File: src/rtl/core/assert_macros.svh
// ----------------------------------------------------------------------------
// assert_macros.svh
// concurrent assertion helpers, compiled out under synthesis
// ----------------------------------------------------------------------------
`ifndef ASSERT_MACROS_SVH
`define ASSERT_MACROS_SVH

`ifndef SYNTHESIS

// checked on every edge outside reset
`define ASSERT_CLK(lbl, prop) \
  lbl: assert property (@(posedge clk) disable iff (rst) (prop)) \
    else $error("assertion failed");

// checked on every edge, reset included
`define ASSERT_ALWAYS(lbl, prop) \
  lbl: assert property (@(posedge clk) (prop)) \
    else $error("assertion failed");

`else

`define ASSERT_CLK(lbl, prop)
`define ASSERT_ALWAYS(lbl, prop)

`endif

`endif

File: src/rtl/core/rdsrt_pkg.sv
// ----------------------------------------------------------------------------
// rdsrt_pkg
// shared types, constants and character filters for the rds text assembler
// ----------------------------------------------------------------------------
`default_nettype none

package rdsrt_pkg;

  // group type codes in block b[15:12]
  localparam logic [3:0] GTYPE_NAME = 4'd0;
  localparam logic [3:0] GTYPE_TEXT = 4'd2;
  localparam logic       VERSION_A  = 1'b0;

  // printable range limits
  localparam logic [7:0] CHAR_LO      = 8'd32;
  localparam logic [7:0] NAME_CHAR_HI = 8'd126;

  localparam int unsigned NAME_CHARS = 8;
  localparam int unsigned SEG_COUNT  = 16;
  localparam int unsigned SEG_AW     = 4;
  localparam int unsigned SEG_W      = 32;

  // write request into the segment memory
  typedef struct packed {
    logic              en;
    logic [SEG_AW-1:0] addr;
    logic [SEG_W-1:0]  data;
  } txt_wr_t;

  // station name characters: 32..126
  function automatic logic name_char_ok(input logic [7:0] ch);
    return (ch >= CHAR_LO) && (ch <= NAME_CHAR_HI);
  endfunction

  // radio text characters: 32..127, a set top bit is rejected
  function automatic logic text_char_ok(input logic [7:0] ch);
    return !ch[7] && (ch >= CHAR_LO);
  endfunction

  // merge the four bytes of c and d into a stored segment
  function automatic logic [31:0] text_merge(input logic [31:0] old_word,
                                             input logic [15:0] blk_c,
                                             input logic [15:0] blk_d);
    logic [31:0] src;
    logic [31:0] res;
    src = {blk_c, blk_d};
    res = old_word;
    for (int k = 0; k < 4; k++) begin
      if (text_char_ok(src[31-8*k -: 8])) begin
        res[31-8*k -: 8] = src[31-8*k -: 8];
      end
    end
    return res;
  endfunction

endpackage

`default_nettype wire

File: src/rtl/core/rdsrt_seg_mem.sv
// ----------------------------------------------------------------------------
// rdsrt_seg_mem
// radio text segment memory: one write, one registered read, per-entry valid
// bits for the zero reset state and same-edge write forwarding
// ----------------------------------------------------------------------------
`default_nettype none

module rdsrt_seg_mem
  import rdsrt_pkg::*;
(
  input  wire logic              clk,
  input  wire logic              rst,
  input  wire logic              rd_en,
  input  wire logic [SEG_AW-1:0] rd_addr,
  input  wire txt_wr_t           wr,
  output logic      [SEG_W-1:0]  rd_data
);

  logic [SEG_W-1:0] mem [SEG_COUNT];
  logic [SEG_COUNT-1:0] vld;
  logic [SEG_W-1:0] q_mem;
  logic [SEG_W-1:0] q_fwd_data;
  logic             q_fwd;
  logic             q_vld;

  // storage array, no reset
  always_ff @(posedge clk) begin
    if (wr.en) begin
      mem[wr.addr] <= wr.data;
    end
    if (rd_en) begin
      q_mem <= mem[rd_addr];
    end
  end

  // entry valid bits, cleared at reset
  always_ff @(posedge clk) begin
    if (rst) begin
      vld <= '0;
    end else if (wr.en) begin
      vld[wr.addr] <= 1'b1;
    end
  end

  // read side qualifiers, a write on the read edge wins
  always_ff @(posedge clk) begin
    if (rd_en) begin
      q_fwd      <= wr.en && (wr.addr == rd_addr);
      q_fwd_data <= wr.data;
      q_vld      <= vld[rd_addr];
    end
  end

  always_comb begin
    if (q_fwd) begin
      rd_data = q_fwd_data;
    end else if (q_vld) begin
      rd_data = q_mem;
    end else begin
      rd_data = '0;
    end
  end

endmodule

`default_nettype wire

File: src/rtl/core/rds_ps_radiotext_assembler_core.sv
// ----------------------------------------------------------------------------
// rds_ps_radiotext_assembler_core
// path: the memory read and the stage 1 register are loaded at the accepting
// edge, the update is loaded into the output register when stage 1 advances
// throughput: one group per cycle while the output is not stalled, read-modify-write
// of the segment memory with same-address forwarding between back-to-back groups
// reset: name and radio text read as all zero, no clearing pass needed
// ----------------------------------------------------------------------------
`default_nettype none

`include "assert_macros.svh"

module rds_ps_radiotext_assembler_core
  import rdsrt_pkg::*;
(
  input  wire logic        clk,
  input  wire logic        rst,
  // input channel
  input  wire logic        in_valid,
  output logic             in_stall,
  input  wire logic        group_ready,
  input  wire logic [15:0] block_b,
  input  wire logic [15:0] block_c,
  input  wire logic [15:0] block_d,
  // result channel
  output logic             out_valid,
  input  wire logic        out_stall,
  output logic             updated_now,
  output logic [63:0]      station_name,
  output logic [3:0]       text_segment_index,
  output logic [31:0]      text_segment
);

  // stage 1 word, memory read in flight
  logic        s1_valid;
  logic        s1_ready;
  logic [15:0] s1_b;
  logic [15:0] s1_c;
  logic [15:0] s1_d;

  logic        s1_adv;
  logic        in_take;
  logic [31:0] seg_old;
  logic [31:0] seg_new;
  logic        is_name;
  logic        is_text;
  txt_wr_t     wr;

  logic [7:0]  name_store [NAME_CHARS];
  logic [7:0]  name_next  [NAME_CHARS];
  logic [63:0] name_flat;
  logic [2:0]  idx_hi;
  logic [2:0]  idx_lo;

  // handshake
  assign s1_adv   = s1_valid && (!out_valid || !out_stall);
  assign in_stall = s1_valid && !s1_adv;
  assign in_take  = in_valid && !in_stall;

  rdsrt_seg_mem u_seg_mem (
    .clk     (clk),
    .rst     (rst),
    .rd_en   (in_take),
    .rd_addr (block_b[3:0]),
    .wr      (wr),
    .rd_data (seg_old)
  );

  // group decode
  assign is_name = s1_ready && (s1_b[15:12] == GTYPE_NAME);
  assign is_text = s1_ready && (s1_b[15:12] == GTYPE_TEXT) && (s1_b[11] == VERSION_A);

  // segment update and write back
  always_comb begin
    seg_new = is_text ? text_merge(seg_old, s1_c, s1_d) : seg_old;
    wr.en   = s1_adv && is_text;
    wr.addr = s1_b[3:0];
    wr.data = seg_new;
  end

  // station name update
  assign idx_hi = {s1_b[1:0], 1'b0};
  assign idx_lo = {s1_b[1:0], 1'b1};

  always_comb begin
    for (int i = 0; i < NAME_CHARS; i++) begin
      name_next[i] = name_store[i];
    end
    if (is_name) begin
      if (name_char_ok(s1_d[15:8])) begin
        name_next[idx_hi] = s1_d[15:8];
      end
      if (name_char_ok(s1_d[7:0])) begin
        name_next[idx_lo] = s1_d[7:0];
      end
    end
    for (int i = 0; i < NAME_CHARS; i++) begin
      name_flat[63-8*i -: 8] = name_next[i];
    end
  end

  always_ff @(posedge clk) begin
    if (rst) begin
      for (int i = 0; i < NAME_CHARS; i++) begin
        name_store[i] <= '0;
      end
    end else if (s1_adv) begin
      for (int i = 0; i < NAME_CHARS; i++) begin
        name_store[i] <= name_next[i];
      end
    end
  end

  // stage 1 control
  always_ff @(posedge clk) begin
    if (rst) begin
      s1_valid <= 1'b0;
    end else if (in_take) begin
      s1_valid <= 1'b1;
    end else if (s1_adv) begin
      s1_valid <= 1'b0;
    end
  end

  // stage 1 payload
  always_ff @(posedge clk) begin
    if (in_take) begin
      s1_ready <= group_ready;
      s1_b     <= block_b;
      s1_c     <= block_c;
      s1_d     <= block_d;
    end
  end

  // output register control
  always_ff @(posedge clk) begin
    if (rst) begin
      out_valid <= 1'b0;
    end else if (s1_adv) begin
      out_valid <= 1'b1;
    end else if (!out_stall) begin
      out_valid <= 1'b0;
    end
  end

  // output register payload
  always_ff @(posedge clk) begin
    if (s1_adv) begin
      updated_now        <= is_name || is_text;
      station_name       <= name_flat;
      text_segment_index <= s1_b[3:0];
      text_segment       <= seg_new;
    end
  end

  // checks
  `ASSERT_CLK(a_stall_only_when_full, in_stall |-> (s1_valid && out_valid && out_stall))
  `ASSERT_CLK(a_write_on_advance, wr.en |-> (s1_adv && s1_ready))
  `ASSERT_CLK(a_adv_fills_output, s1_adv |=> out_valid)
  `ASSERT_ALWAYS(a_reset_empties, rst |=> (!s1_valid && !out_valid))

endmodule

`default_nettype wire
File: config.mk
export PLATFORM = sky130hd
export DESIGN_NAME = rds_ps_radiotext_assembler_core
export DESIGN_NICKNAME = d
export VERILOG_FILES = /design/src/rtl/core/rdsrt_pkg.sv /design/src/rtl/core/rdsrt_seg_mem.sv /design/src/rtl/core/rds_ps_radiotext_assembler_core.sv
export VERILOG_INCLUDE_DIRS = /design/src /design/src/rtl/core
export SDC_FILE = /design/constraint.sdc
export NUM_CORES = 1
export LEC_CHECK = 0
export BUFFER_PORTS_ARGS = -buffer_cell sky130_fd_sc_hd__buf_2
export CAP_MARGIN = 20
export CORE_MARGIN = 2
export CORE_UTILIZATION = 40
export DETAILED_ROUTE_END_ITERATION = 7
export GPL_TIMING_DRIVEN = 0
export RECOVER_POWER = 25
export SLEW_MARGIN = 20
export SYNTH_ARGS = -nofsm -noshare
export SYNTH_HDL_FRONTEND = slang
export SYNTH_SLANG_ARGS = --single-unit
export TNS_END_PERCENT = 10
File: constraint.sdc
create_clock -name clk -period 11.1 [get_ports clk]
set_input_delay 2.22 -clock clk [delete_from_list [all_inputs] [get_ports clk]]
set_output_delay 2.22 -clock clk [all_outputs]
set_load 0.01 [all_outputs]
==> run_results.csv, run 1 <==
group,metric,value,unit
outcome,status,"finished with violations",
outcome,violations,"max-capacitance violations, max-slew violations",
detailed_routing,dr.pass1.iters,5,
setup_path,timing.critical_path.required,11.23,ns
detailed_routing,drt_iter0_markers,1674,
setup_path,start_kind,"primary input",
setup_path,critPathMostFrequentCell,"clkbuf_1",
global_routing,met1_usage,25.5,%
job,cap_violations,10,
yosys,yosysWarnings,0,
final_layout,nets,1892,
cts,cts_buffer_depth,3,
final_layout,drive_gt1_share,26.7,%
timing,finalSetupViolations,0,
detailed_routing,via_count,15700,
pwr,power_frac_clock,41.5,%
timing,period_share,59.2,%
setup_path,critPathMaxFanout,65,
pwr,ir_worst_vdd,131,µV
timing,fin_ws,4.53,ns
floorplanning,start_util,40.5,%
setup_path,path_class,"primary input to register",
yosys,yosysSeqAreaShare,77.9,%
setup_path,cp.arrival,6.70,ns
timing,fin_skew,0.0334,ns
place,place_hpwl,47200,µm
pwr,p_sw_share,21.3,%
global_routing,grt_use_met3,4.02,%
setup_path,endpoint_kind,"register",
yosys,syn_nets,1594,
final_layout,fin_area,0.0363,mm²
setup_path,rrSetupSlack,5.87,ns
floorplanning,coreArea,0.0759,mm²
floorplanning,die_area,0.0790,mm²
floorplanning,die-width,281,µm
pwr,seqPwrFrac,53.8,%
timing,max_slew.worst_pin.slew,3.85,ns
global_routing,grt_usage,18.3,%
detailed_routing,drc,0,
place,place.gp.congestion,0.794,
setup_path,worstPathCellList,"clkbuf_1 -> a21bo_1 -> clkinvlp_2 -> clkbuf_1",
yosys,syn_area_per_cell,19.9,µm²
setup_path,slowest_delay,2.78,ns
timing,fin_crit,6.57,ns
cts,cts_tree,"yes",
timing,grt_setup_unrepaired,"false",
pwr,p_leak,12.1,nW
timing,slew_violations,259,
final_layout,area_delta_synth_final,18.0,%
pwr,power_density,177,mW/mm²
detailed_routing,vias_per_cell,5.36,
pwr,p_switching,1.36,mW
place,dpl_worst_slack,5.68,ns
cts,clock_latency,0.64,ns
cts,clk_pin_slew,0.06,ns
global_routing,grt_overflow_total,0,
cts,cts.sinks,803,
timing,fmax,152,MHz
global_routing,use_met2,29.4,%
place,dpl-instance-area,0.0338,mm²
final_layout,diodes,0,
global_routing,grt_pass1_vias,16000,
place,numPortBuffers,148,
floorplanning,io_pins,156,
global_routing,grt_pass1_wl,105000,µm
floorplanning,die_h,281,µm
yosys,ys_seq_elements,803,
setup_path,reg2regPathDepth,3,
timing,slew-limit-headroom,-157,%
worst_hold_path,hold_class,"register to register",
setup_path,startpoint,"out_stall",
cts,cts_setup_buffers,0,
setup_path,r2r-start,"s1_valid",
pwr,pwr-share-comb,4.7,%
yosys,yosysUniqueCellTypes,41,
setup_path,r2r-end,"text_segment[13]",
detailed_routing,drt-total-wl,72400,µm
pwr,p_int,5.04,mW
final_layout,fillers,6343,
setup_path,cp-endpoint,"text_segment[13]",
global_routing,antenna_found_initial,1,
timing,hold_viol_final,0,
cts,htree_levels,3,
detailed_routing,postRouteAntennaNets,0,
cts,ctsResizeCount,0,
global_routing,grt-busiest-layer,"met2",
cts,hold_buffers,0,
detailed_routing,wl_per_cell,24.7,µm
yosys,syn_inst,1541,
setup_path,slowest_stage,"clkbuf_1",
yosys,synth_area,0.0307,mm²
global_routing,grt_max_degree,66,
cts,root_buffer,"clkbuf_16",
floorplanning,rows,101,
cts,cts_made_buffers,83,
worst min-delay path by stage:
stage                                 start  cells past startpoint               endpoint  slack [ns]
final                     u_seg_mem.vld[13]                      2      u_seg_mem.vld[13]        0.48
after global routing                s1_b[1]                      0  text_segment_index[1]        0.48
after CTS                 u_seg_mem.vld[14]                      2      u_seg_mem.vld[14]        0.48
after detailed placement            s1_b[1]                      0  text_segment_index[1]        0.45
after global placement    u_seg_mem.vld[15]                      2      u_seg_mem.vld[15]        0.44
after floorplan                     s1_b[1]                      0  text_segment_index[1]        0.42
critical path: cells and delay by family:
| kind | cells | cell delay [ns] |
|---|---|---|
| AOI/OAI and AO/OA | 1 | 0.27 |
| buffers and inverters | 3 | 4.12 |
cell families after synthesis:
logic type,Yosys count,synth area share [%]
flip-flops,803,77.9
AND/OR/NAND/NOR,253,3.93
multiplexers,244,13.6
AO/OA/AOI/OAI,147,3.28
buffers and inverters,90,1.21
XOR/XNOR,4,0.114
cell type report:
cell class / instances / area (µm²) / area share, %
flip-flops and latches: 803 / 23900 / 66.0
multi-input cells: 648 / 6510 / 17.9
clock buffers: 104 / 2190 / 6.03
repair buffers: 213 / 1610 / 4.43
well taps: 1030 / 1290 / 3.55
clock inverters: 41 / 389 / 1.07
plain buffers: 89 / 343 / 0.946
inverters: 1 / 5.00 / 0.0138
per-stage QoR:
step	cells	util (%)	hold WS [ns]	TNS, ns	total power [mW]
6_report	2929	47.7	0.477	0	6.41
3_5_place_dp	2782	44.5	0.452	0	3.82
2_1_floorplan	1541	-	0.424	0	3.68
3_3_place_gp	2719	43.1	0.443	-32.47	3.81
4_1_cts	2927	47.9	0.475	0	6.47
5_1_grt	2929	47.7	0.484	0	6.60
cells in the final DEF (no fill, tap or decap), types with 19 or more instances in the layout:
cell type,instances
edfxtp_1,785
mux2i_1,56
clkbuf_1,106
mux2_1,19
mux4_2,132
a22oi_1,97
nand2b_1,32
buf_4,34
nand2_1,123
mux2_2,37
clkbuf_16,83
buf_2,134
nor2_1,32
power groups by stage:
stage | registers (mW) | clock network [mW] | logic, mW
2_1_floorplan | 3.52 | 0 | 0.169
3_3_place_gp | 3.52 | 0 | 0.285
3_5_place_dp | 3.51 | 0 | 0.310
4_1_cts | 3.45 | 2.71 | 0.312
5_1_grt | 3.45 | 2.82 | 0.328
6_report | 3.45 | 2.66 | 0.301
flip-flops by register name, summed over array words and instances, names as in the netlist:
| register | cells |
|---|---|
| s1_ready | 1 |
| updated_now | 1 |
| u_seg_mem.vld | 16 |
| s1_b | 9 |
| u_seg_mem.q_fwd_data | 32 |
| u_seg_mem.q_mem | 32 |
| s1_d | 16 |
| u_seg_mem.q_vld | 1 |
| name_store | 64 |
| s1_valid | 1 |
| text_segment | 32 |
| s1_c | 16 |
| text_segment_index | 4 |
| station_name | 64 |
| out_valid | 1 |
| u_seg_mem.q_fwd | 1 |
| u_seg_mem.mem | 512 |
cell usage after synthesis (all sizes together):
cell	number	share of area [%]
dfxtp	18	1.2
edfxtp	785	77
nor2	44	0.54
o21ai	28	0.46
mux2i	56	1.8
or4	1	0.037
a21bo	1	0.033
a31oi	16	0.33
and4	2	0.057
a21oi	3	0.049
nor2b	11	0.22
xor2	2	0.057
and3	6	0.12
a22oi	97	2.4
or4b	1	0.033
nand4	2	0.041
nor3b	4	0.13
buf	26	0.42
xnor2	2	0.057
and3b	2	0.057
clkbuf	63	0.77
nor3	6	0.098
nand2	123	1.5
and2	8	0.16
inv	1	0.012
or2	1	0.020
mux4	132	9.7
o21bai	2	0.049
nand2b	32	0.65
nand3	5	0.081
nor4	4	0.10
mux2	56	2.1
nor4b	1	0.077
metal layers:
layer  share of wire, %  routed length (µm)
met1                 43               31200
met2                 48               34500
met3                7.1                5100
met4                2.1                1550
met5              0.022                  16
No activity file was read; power rests on OpenSTA's default activity.
==> inputs of run 2 (changes only) <==
- clock period: 11.1 -> 6.4 ns (I/O delays scaled with it)
==> run 2 against run 1 <==
The flow still finishes with violations (max-capacitance violations, max-slew violations). Hold slack got worse by 0.0067 ns. Global-route usage rose by 0.063 points. Count of clock-buffer cells in the layout is 9 lower. Utilization grew 0.12 points. Register-to-register slack lost 3.9 ns. Die area unchanged. Total power is 76% higher. Final area grew 0.26%. Setup slack worse by 2.8 ns. Via count grew 0.54%. Combinational power up 70%. Largest power group unchanged.
==> run_results.csv, run 2 (synthesized netlist as in run 1, its figures left out) <==
group,metric,value,unit
outcome,status,"finished with violations",
outcome,violations,"max-capacitance violations, max-slew violations",
cts,clock_latency,0.63,ns
cts,cts_tree,"yes",
pwr,power_density,311,mW/mm²
cts,cts_setup_buffers,0,
floorplanning,start_util,40.5,%
timing,slew_violations,171,
timing,fin_crit,4.69,ns
global_routing,grt_pass1_vias,16100,
final_layout,drive_gt1_share,23.9,%
cts,cts_buffer_depth,3,
cts,root_buffer,"clkbuf_16",
timing,fmax,213,MHz
setup_path,cp.arrival,4.65,ns
floorplanning,die_h,281,µm
floorplanning,die-width,281,µm
cts,cts_made_buffers,84,
detailed_routing,wl_per_cell,24.6,µm
cts,htree_levels,3,
pwr,ir_worst_vdd,198,µV
place,place_hpwl,47200,µm
setup_path,critPathMaxFanout,75,
timing,max_slew.worst_pin.slew,1.95,ns
final_layout,top_register,"u_seg_mem.mem",
detailed_routing,vias_per_cell,5.37,
timing,fin_skew,0.0246,ns
timing,period_share,73.2,%
global_routing,grt_max_degree,76,
final_layout,fin_area,0.0364,mm²
detailed_routing,dr.pass1.iters,5,
detailed_routing,drc,0,
place,numPortBuffers,148,
detailed_routing,drt-total-wl,72400,µm
final_layout,largest_register_ffs,512,
cts,cts.sinks,803,
final_layout,nets,1893,
setup_path,rrSetupSlack,1.96,ns
setup_path,endpoint_kind,"register",
final_layout,diodes,0,
timing,hold_viol_final,0,
place,dpl-instance-area,0.0339,mm²
pwr,power,11.3,mW
detailed_routing,via_count,15800,
pwr,p_leak,11.9,nW
timing,setup_tns,0,ns
detailed_routing,postRouteAntennaNets,0,
global_routing,grt_pass1_wl,105000,µm
timing,slew-limit-headroom,-29.8,%
final_layout,final_common_cell,"edfxtp_1",
final_layout,fin_util,47.9,%
final_layout,area_delta_synth_final,18.3,%
final_layout,instances_no_fill,2937,
final_layout,layout.area.seq,0.0239,mm²
setup_path,timing.critical_path.required,6.36,ns
job,cap_violations,4,
final_layout,final_cell_mix,"edfxtp_1 (785), clkbuf_1 (190), mux4_2 (132)",
final_layout,multiInputGateArea,0.00658,mm²
final_layout,fillers,6308,
global_routing,grt_overflow_total,0,
detailed_routing,drt_iter0_markers,1696,
place,place.gp.congestion,0.796,
global_routing,antenna_found_initial,1,
setup_path,start_kind,"primary input",
setup_path,path_class,"primary input to register",
cts,clk_pin_slew,0.06,ns
timing,grt_setup_unrepaired,"false",
floorplanning,coreArea,0.0759,mm²
place,dp.cells,2782,
floorplanning,rows,101,
worst_hold_path,hold_class,"register to register",
cts,ctsResizeCount,0,
floorplanning,die_area,0.0790,mm²
global_routing,grt_usage,18.4,%
floorplanning,io_pins,156,
cts,hold_buffers,0,
timing,finalSetupViolations,0,
final_layout,reg_top3,"u_seg_mem.mem (512), name_store (64), station_name (64)",
## run 2: metal layers
layer	wire length (µm)	GRT usage, %	up-vias
met5	13	0	-
met4	1730	5.61	2
met3	5020	3.66	131
met2	34500	29.6	620
met1	31100	25.4	8146
li1	-	-	6878
## run 2: final timing paths
kind                          from              endpoint  cells past startpoint
setup / recovery         out_stall      text_segment[30]                      4
hold / removal    u_seg_mem.vld[8]      u_seg_mem.vld[8]                      2
setup reg to reg          s1_b[12]  u_seg_mem.mem[3][28]                      8
hold reg to reg   u_seg_mem.vld[8]      u_seg_mem.vld[8]                      2
## run 2: per-stage QoR
stage | hold slack, ns | setup WS, ns
final | 0.470 | 1.71
after global routing | 0.493 | 1.34
after CTS | 0.469 | 2.36
after detailed placement | 0.456 | 1.88
after global placement | 0.444 | -1.54
after floorplan | 0.424 | 1.51
## run 2: final cells by class
class                   instances  share of cell area, %
inverters                       1                 0.0138
repair buffers                213                   3.98
well taps                    1030                   3.55
flip-flops and latches        803                   65.8
plain buffers                  89                   1.03
clock buffers                  95                   6.01
clock inverters                58                   1.49
multi-input cells             648                   18.1
## run 2: critical path, stage by stage
cell        delay [ns]
clkbuf_1          0.12
a21bo_1           0.25
clkinvlp_2        1.51
clkbuf_2          1.44
## run 2: power breakdown
part	leakage, nW	switching [mW]	total, mW	internal (mW)
clock network	1.33	2.01	4.80	2.79
registers	7.53	0.0533	5.98	5.93
logic	3.06	0.334	0.513	0.178
==> inputs of run 3 (changes only) <==
- clock period: 6.4 -> 4.8 ns (I/O delays scaled with it)
==> run 3 against run 2 <==
The run still ends with max-capacitance violations, max-slew violations left. Non-clock buffer count unchanged. First-iteration DRC count decreased by 6.1%. Hold slack got worse by 0.0030 ns. Combinational power up 34%. Critical path type unchanged. Largest power group unchanged. Highest routed layer unchanged.
==> run_results.csv, run 3 (synthesized netlist as in run 1, its figures left out) <==
group,metric,value,unit
outcome,status,"finished with violations",
outcome,violations,"max-capacitance violations, max-slew violations",
place,numPortBuffers,148,
timing,fin_skew,0.0241,ns
floorplanning,rows,101,
timing,grt_setup_unrepaired,"false",
final_layout,top_register,"u_seg_mem.mem",
timing,slew_violations,95,
pwr,p_switching,3.20,mW
cts,ctsResizeCount,0,
timing,fin_crit,4.18,ns
setup_path,worst-path-buf-inv,4,
final_layout,instances_no_fill,2937,
timing,hold_viol_final,0,
timing,period_share,87.0,%
job,cap_violations,3,
setup_path,worstPathCellList,"clkbuf_1 -> and3_1 -> nor2b_1 -> clkbuf_1 -> clkbuf_1 -> clkbuf_2",
timing,slew-limit-headroom,-28.3,%
cts,clk_pin_slew,0.06,ns
final_layout,diodes,0,
timing,fmax,240,MHz
final_layout,layout.area.seq,0.0239,mm²
setup_path,critPathMaxFanout,24,
floorplanning,start_util,40.5,%
setup_path,critical_path.top_delay_family,"buffers and inverters",
cts,hold_buffers,0,
setup_path,endpoint_kind,"register",
cts,clock_latency,0.63,ns
final_layout,multiInputGateArea,0.00658,mm²
pwr,power_frac_clock,42.5,%
detailed_routing,drt-total-wl,72400,µm
place,place_hpwl,47200,µm
global_routing,grt_pass1_vias,16100,
global_routing,grt_pass1_wl,105000,µm
final_layout,nets,1893,
cts,htree_levels,3,
detailed_routing,vias_per_cell,5.35,
pwr,p_leak,11.9,nW
final_layout,reg_top3,"u_seg_mem.mem (512), name_store (64), station_name (64)",
setup_path,start_kind,"primary input",
global_routing,grt_max_degree,76,
cts,cts_setup_buffers,0,
worst_hold_path,hold_class,"register to register",
place,place.gp.congestion,0.796,
detailed_routing,dr.pass1.iters,5,
detailed_routing,drt_iter0_markers,1593,
final_layout,final_common_cell,"edfxtp_1",
detailed_routing,drc,0,
floorplanning,io_pins,156,
final_layout,fillers,6306,
setup_path,path_class,"primary input to register",
place,dpl-instance-area,0.0339,mm²
pwr,ir_worst_vdd,264,µV
floorplanning,die_h,281,µm
pwr,p_sw_share,21.2,%
floorplanning,die_area,0.0790,mm²
final_layout,final_cell_mix,"edfxtp_1 (785), clkbuf_1 (188), mux4_2 (132)",
setup_path,cp.arrival,4.42,ns
timing,finalSetupViolations,0,
cts,cts_buffer_depth,3,
setup_path,timing.critical_path.required,5.04,ns
detailed_routing,via_count,15700,
cts,root_buffer,"clkbuf_16",
floorplanning,die-width,281,µm
cts,cts_tree,"yes",
detailed_routing,wl_per_cell,24.6,µm
pwr,p_int,11.9,mW
setup_path,slowest_stage,"clkbuf_1",
global_routing,grt_overflow_total,0,
final_layout,drive_gt1_share,24.0,%
pwr,seqPwrFrac,52.9,%
final_layout,area_delta_synth_final,18.4,%
place,dp.cells,2782,
floorplanning,coreArea,0.0759,mm²
detailed_routing,postRouteAntennaNets,0,
pwr,power_density,414,mW/mm²
global_routing,antenna_found_initial,1,
global_routing,grt_usage,18.4,%
setup_path,critPathMostFrequentCell,"clkbuf_1",
setup_path,slowest_delay,0.89,ns
cts,cts.sinks,803,
pwr,pwr-share-comb,4.5,%
timing,max_slew.worst_pin.slew,1.91,ns
final_layout,largest_register_ffs,512,
cts,cts_made_buffers,84,
final_layout,fin_area,0.0364,mm²
run 3: changes by cell type in the layout (fill, tap and decap cells not counted):
cell	before	now
clkbuf_1	190	188
buf_12	6	5
buf_16	14	15
buf_2	38	39
clkbuf_4	0	1
run 3: area by class of cell:
cell class / count / area share (%)
clock buffer: 95 / 6.01
tap: 1030 / 3.54
buffer: 89 / 1.03
multi-input combinational: 648 / 18.1
timing repair buffer: 213 / 4.01
sequential: 803 / 65.8
inverter: 1 / 0.0138
clock inverter: 58 / 1.49
run 3: tightest hold or removal path, delay by kind of cell (launching register included):
kind	cells	cell delay, ns
flip-flops	1	0.32
AO/OA/AOI/OAI	1	0.04
AND/OR/NAND/NOR	1	0.07
run 3: path summary, 6_finish.rpt:
kind / slack [ns] / startpoint / endpoint / cells after the start
worst max-delay path: 0.62 / out_stall / s1_c[13] / 6
worst min-delay path: 0.47 / u_seg_mem.vld[8] / u_seg_mem.vld[8] / 2
worst max register to register: 0.66 / s1_b[12] / u_seg_mem.mem[3][28] / 8
worst min register to register: 0.47 / u_seg_mem.vld[8] / u_seg_mem.vld[8] / 2
run 3: power groups by stage:
stage | clock network (mW) | logic [mW] | registers [mW]
floorplan | 0 | 0.392 | 8.13
finish | 6.41 | 0.685 | 7.98
detailed placement | 0 | 0.721 | 8.12
CTS | 6.53 | 0.724 | 7.97
global route | 6.79 | 0.750 | 7.99
global placement | 0 | 0.656 | 8.14
run 3: routing by layer:
metal | track usage (%) | wire [µm]
met1 | 25.4 | 31100
met2 | 29.6 | 34500
met3 | 3.66 | 5020
met4 | 5.61 | 1780
met5 | 0 | 13
run 3: per-stage QoR:
step                      total power [mW]  worst slack [ns]  util, %  setup TNS [ns]  hold WS [ns]
final                                 15.1             0.625     47.9               0         0.467
after CTS                             15.2             0.755     48.2               0         0.463
after global placement                8.79             -2.82     43.1        -1035.75         0.444
after global routing                  15.5             0.290     47.9               0         0.482
after floorplan                       8.52             0.233        -               0         0.424
after detailed placement              8.84             0.605     44.6               0         0.456
